## src/cwmf_ram.sv

```systemverilog
// Generic single-port write, single-port read RAM with registered read data.
// No dependencies.
module cwmf_ram #(
  parameter int unsigned WIDTH = 16,
  parameter int unsigned DEPTH = 256
) (
  input  logic                     clk,
  input  logic                     wr_en,
  input  logic [$clog2(DEPTH)-1:0] wr_addr,
  input  logic [WIDTH-1:0]         wr_data,
  input  logic [$clog2(DEPTH)-1:0] rd_addr,
  output logic [WIDTH-1:0]         rd_data
);
  logic [WIDTH-1:0] mem [DEPTH];

  // Write port and registered read port.
  always_ff @(posedge clk) begin
    if (wr_en) begin
      mem[wr_addr] <= wr_data;
    end
    rd_data <= mem[rd_addr];
  end
endmodule

```

## config.mk

```make
export PLATFORM = sky130hd
export DESIGN_NAME = cwmf_ram
export DESIGN_NICKNAME = d
export VERILOG_FILES = /design/src/cwmf_ram.sv
export SDC_FILE = /design/constraint.sdc
export NUM_CORES = 2
export LEC_CHECK = 0
export BUFFER_PORTS_ARGS = -buffer_cell sky130_fd_sc_hd__buf_2
export CORE_MARGIN = 2
export CORE_UTILIZATION = 40
export DETAILED_ROUTE_END_ITERATION = 7
export PLACE_DENSITY = 0.53
export SLEW_MARGIN = 20
export SYNTH_ARGS = -nofsm -noshare
export SYNTH_HDL_FRONTEND = slang
export SYNTH_SLANG_ARGS = --single-unit
export TNS_END_PERCENT = 30
```

## constraint.sdc

```tcl
create_clock -name clk -period 3.15 [get_ports clk]
set_input_delay 0.63 -clock clk [delete_from_list [all_inputs] [get_ports clk]]
set_output_delay 0.63 -clock clk [all_outputs]
set_load 0.02 [all_outputs]
```

### Word level (Yosys, flattened, before mapping)

Memories as Yosys holds them, arrays and structs flattened. A register that Yosys moved wholly into a read port is not among the register bits.
Index checks and enable logic that the tools add are counted.

| word-level totals | value |
|---|---|
| register bits | 0 |
| RAM bits | 4,096 |
| input port bits | 34 |
| output and inout bits | 16 |
| word-level logic and storage cells | 3 |
| memories | 1 |

| operators by class | value |
|---|---|
| mux-type cells | 2 |

Memory list:

| name | depth | width | read ports | clocked after memory_dff | write ports | RTL line | text |
|---|---|---|---|---|---|---|---|
| mem | 256 | 16 | 1 | 1 | 1 | 14 | `logic [WIDTH-1:0] mem [DEPTH];` |

Operators by type and width:

| kind | number |
|---|---|
| $mux W1 | 2 |

### Longest topological paths before layout

| depth | value |
|---|---|
| depth in word-level cells | 2 |
| gate-level depth with buffers | 12 |
| depth with buffers taken out | 6 |

### Worst setup path before layout

Ideal clock, no wire load.

| timing | value |
|---|---|
| path kind | in2reg |
| from | in wr_addr[3] |
| to | mem mem[235][0], enable pin |
| setup time | 0.388 ns |
| arrival | 2.407 ns |
| data required time | 2.762 ns |
| slack | 0.355 ns |
| cell stages on the path | 6 |
| path buffers | 3 |
| path through | clkbuf_1 nor2b_1 clkbuf_1 nand4_1 clkbuf_1 nor2_1 |

RTL lines:

| element | RTL line | text |
|---|---|---|
| start: declaration | 9 | `input logic [$clog2(DEPTH)-1:0] wr_addr,` |
| end: declaration | 14 |  |

Straight into the memory's write port.

==> impl_metrics.json <==
{
  "outcome": "finished with violations",
  "violations": "setup timing",
  "netlist_top_cells_area": "edfxtp_1 77%, mux4_2 11%, mux2i_1 3.6%, o221ai_1 1.4%, nor2_1 0.72%",
  "num_vias": 81100,
  "core_area_sq_um": 395000,
  "yosysTopAreaCellShare_pct": 77.5,
  "layout_commonest_cell": "edfxtp_1",
  "post_cts_buffers": 0,
  "dp_hpwl_mm": 286,
  "grtUsageTotal_pct": 22.6,
  "yosys_warnings": 0,
  "timing.rr.start": "mem[59][8]",
  "synthCells": 7360,
  "die_h_microns": 634,
  "dp_slack_ps": -1130,
  "path_max_fanout": 1,
  "worst-setup-path-type": "flop to flop",
  "overflow": 0,
  "insertion_delay_ps": 990,
  "cts_made_buffers": 429,
  "synth.distinct_cells": 52,
  "synth.cell_area_sq_um": 159000,
  "finalInstanceArea_sq_um": 187000,
  "fin_ws_ps": -39.0,
  "timing_hold_violations_final": 0,
  "rrSetupSlack_ps": -40,
  "worstHoldStart": "wr_data[1]",
  "totalWireLength_mm": 459,
  "pwr_density_cell_nw_per_um2": 622,
  "tns_ps": -39.0,
  "num-nets-final": 8424,
  "area_growth_pct": 17.6,
  "grt_max_degree": 101,
  "grt_pass1_vias": 81000,
  "min_path_cells": 1,
  "antenna_left": 0,
  "clock_skew_ps": 60.4,
  "min_period_ps": 3190,
  "power_mw": 116,
  "ctsHoldBuffers": 0,
  "setup_viol": 1,
  "synthArstFlopShare_pct": 0,
  "synth_largest_area_cell": "edfxtp_1",
  "io_pins": 50,
  "ys_seq_area_share_pct": 77.7,
  "clock.fmax_ghz": 0.314,
  "post-route-drc-count": 0,
  "dpl-instance-area_sq_um": 173000,
  "clock_sinks": 4112,
  "leakage_nw": 60.2,
  "clockBufferDepth": 4,
  "start_util_pct": 40.1,
  "maxCapViolCount": 0,
  "drt_first_pass_iters": 6,
  "cts_tree": "yes",
  "worst_hold_path.endpoint": "mem[247][1]",
  "relSlewSlack_pct": 19.9,
  "wire_per_inst_microns": 32.7,
  "r2r_end": "rd_data[8]",
  "crit_required_ps": 4020,
  "whs_ps": 60.1,
  "cts_root_buf": "clkbuf_16",
  "cts.htree.levels": 5,
  "slew_viol_final": 0,
  "synth-main-ff-cell": "edfxtp_1",
  "critical_path_arrival_ps": 4060,
  "die_w_microns": 634,
  "fin_util_pct": 47.2,
  "cp-end-kind": "flop",
  "syn_area_per_cell_sq_um": 21.6,
  "layout_common_cells": "4096 x edfxtp_1, 839 x buf_4, 797 x mux4_2",
  "drive_above_1_share_pct": 30.9,
  "portBuffers": 49,
  "tightest_slew_ps": 1190,
  "hp-class": "input port to flop",
  "synth_edf_count": 4096,
  "fin_cells": 14000,
  "rsz0062_at_grt": "false",
  "fin_crit_sh_pct": 101,
  "rows": 231,
  "die_area_sq_um": 402000,
  "synth-seq-cells": 4112,
  "drtIter0Drc": 9828,
  "start_kind": "flop",
  "gp_congestion": 0.857,
  "clkTransAtPathRegs_ps": 60,
  "antenna_found_initial": 34,
  "dp_cells": 13200,
  "grt_pass1_wl_mm": 640,
  "synth_nets": 7394,
  "r2r_cells": 6,
  "viasPerCell": 5.79,
  "ir_drop_v": 0.000412
}
## final cells by class
cell class | count | area, sq um
fillers | 32600 | 209000
flip-flops and latches | 4112 | 123000
multi-input cells | 2792 | 33200
clock buffers | 534 | 11200
repair buffers | 1051 | 10000
well taps | 5242 | 6560
clock inverters | 259 | 2310
diodes | 20 | 50.0
inverters | 4 | 27.5
## what timing repair did
item,4_1_cts,5_1_grt
hold endpoints to repair,0,0
setup endpoints to repair,1,0
gates resized for setup,1,0
## worst max-delay path by stage
stage | cells after the start | start | slack, ps | end
2_1_floorplan | 6 | wr_addr[3] | 350 | mem[235][0]
6_report | 6 | mem[59][8] | -40 | rd_data[8]
4_1_cts | 7 | mem[63][15] | 10 | rd_data[15]
3_3_place_gp | 10 | rd_addr[0] | -1150 | rd_data[4]
3_5_place_dp | 11 | rd_addr[0] | -1130 | rd_data[3]
5_1_grt | 14 | rd_addr[0] | 40 | rd_data[3]
## routing by layer
layer  share of wire [%]  global-route usage, %
met5               0.015                      0
met4                 2.9                   6.23
met3                 7.2                   3.46
met2                  48                   36.2
met1                  42                   32.3
## power breakdown
| group | switching (mW) | internal (mW) |
|---|---|---|
| registers | 0.0895 | 60.3 |
| clock network | 21.1 | 27.9 |
| logic | 4.16 | 2.48 |
## cells by family (layout without fill, tap and decap cells)
| kind of cell | Yosys count | after routing | share of synthesized area (%) |
|---|---|---|---|
| muxes | 1450 | 1450 | 15.5 |
| buffers and inverters | 456 | 1848 | 1.69 |
| other | 0 | 20 | 0 |
| and+or+nand+nor | 556 | 556 | 1.57 |
| DFF | 4112 | 4112 | 77.7 |
| AOI/OAI and AO/OA | 786 | 786 | 3.54 |
## state kept, by name, indices dropped and copies added (netlist names)
register and flops:
mem 4096, rd_data 16
## Yosys cell counts, drive strengths merged (21+ instances only)
cell	count
o32ai	21
nor3	92
clkbuf	230
o22ai	148
a21oi	175
o21ai	38
o221ai	253
nor2	304
a22o	32
mux2	88
a221oi	28
nand2	38
buf	222
mux4	797
edfxtp	4096
a22oi	43
mux2i	565
nand4	26
nand3	35
## critical path, stage by stage (launching register included)
cell and delay [ps]:
edfxtp_1 370, mux4_2 500, mux4_2 520, a22o_1 450, o32ai_1 940, buf_4 240
nor4_1 50
No activity file was read; power rests on OpenSTA's default activity.
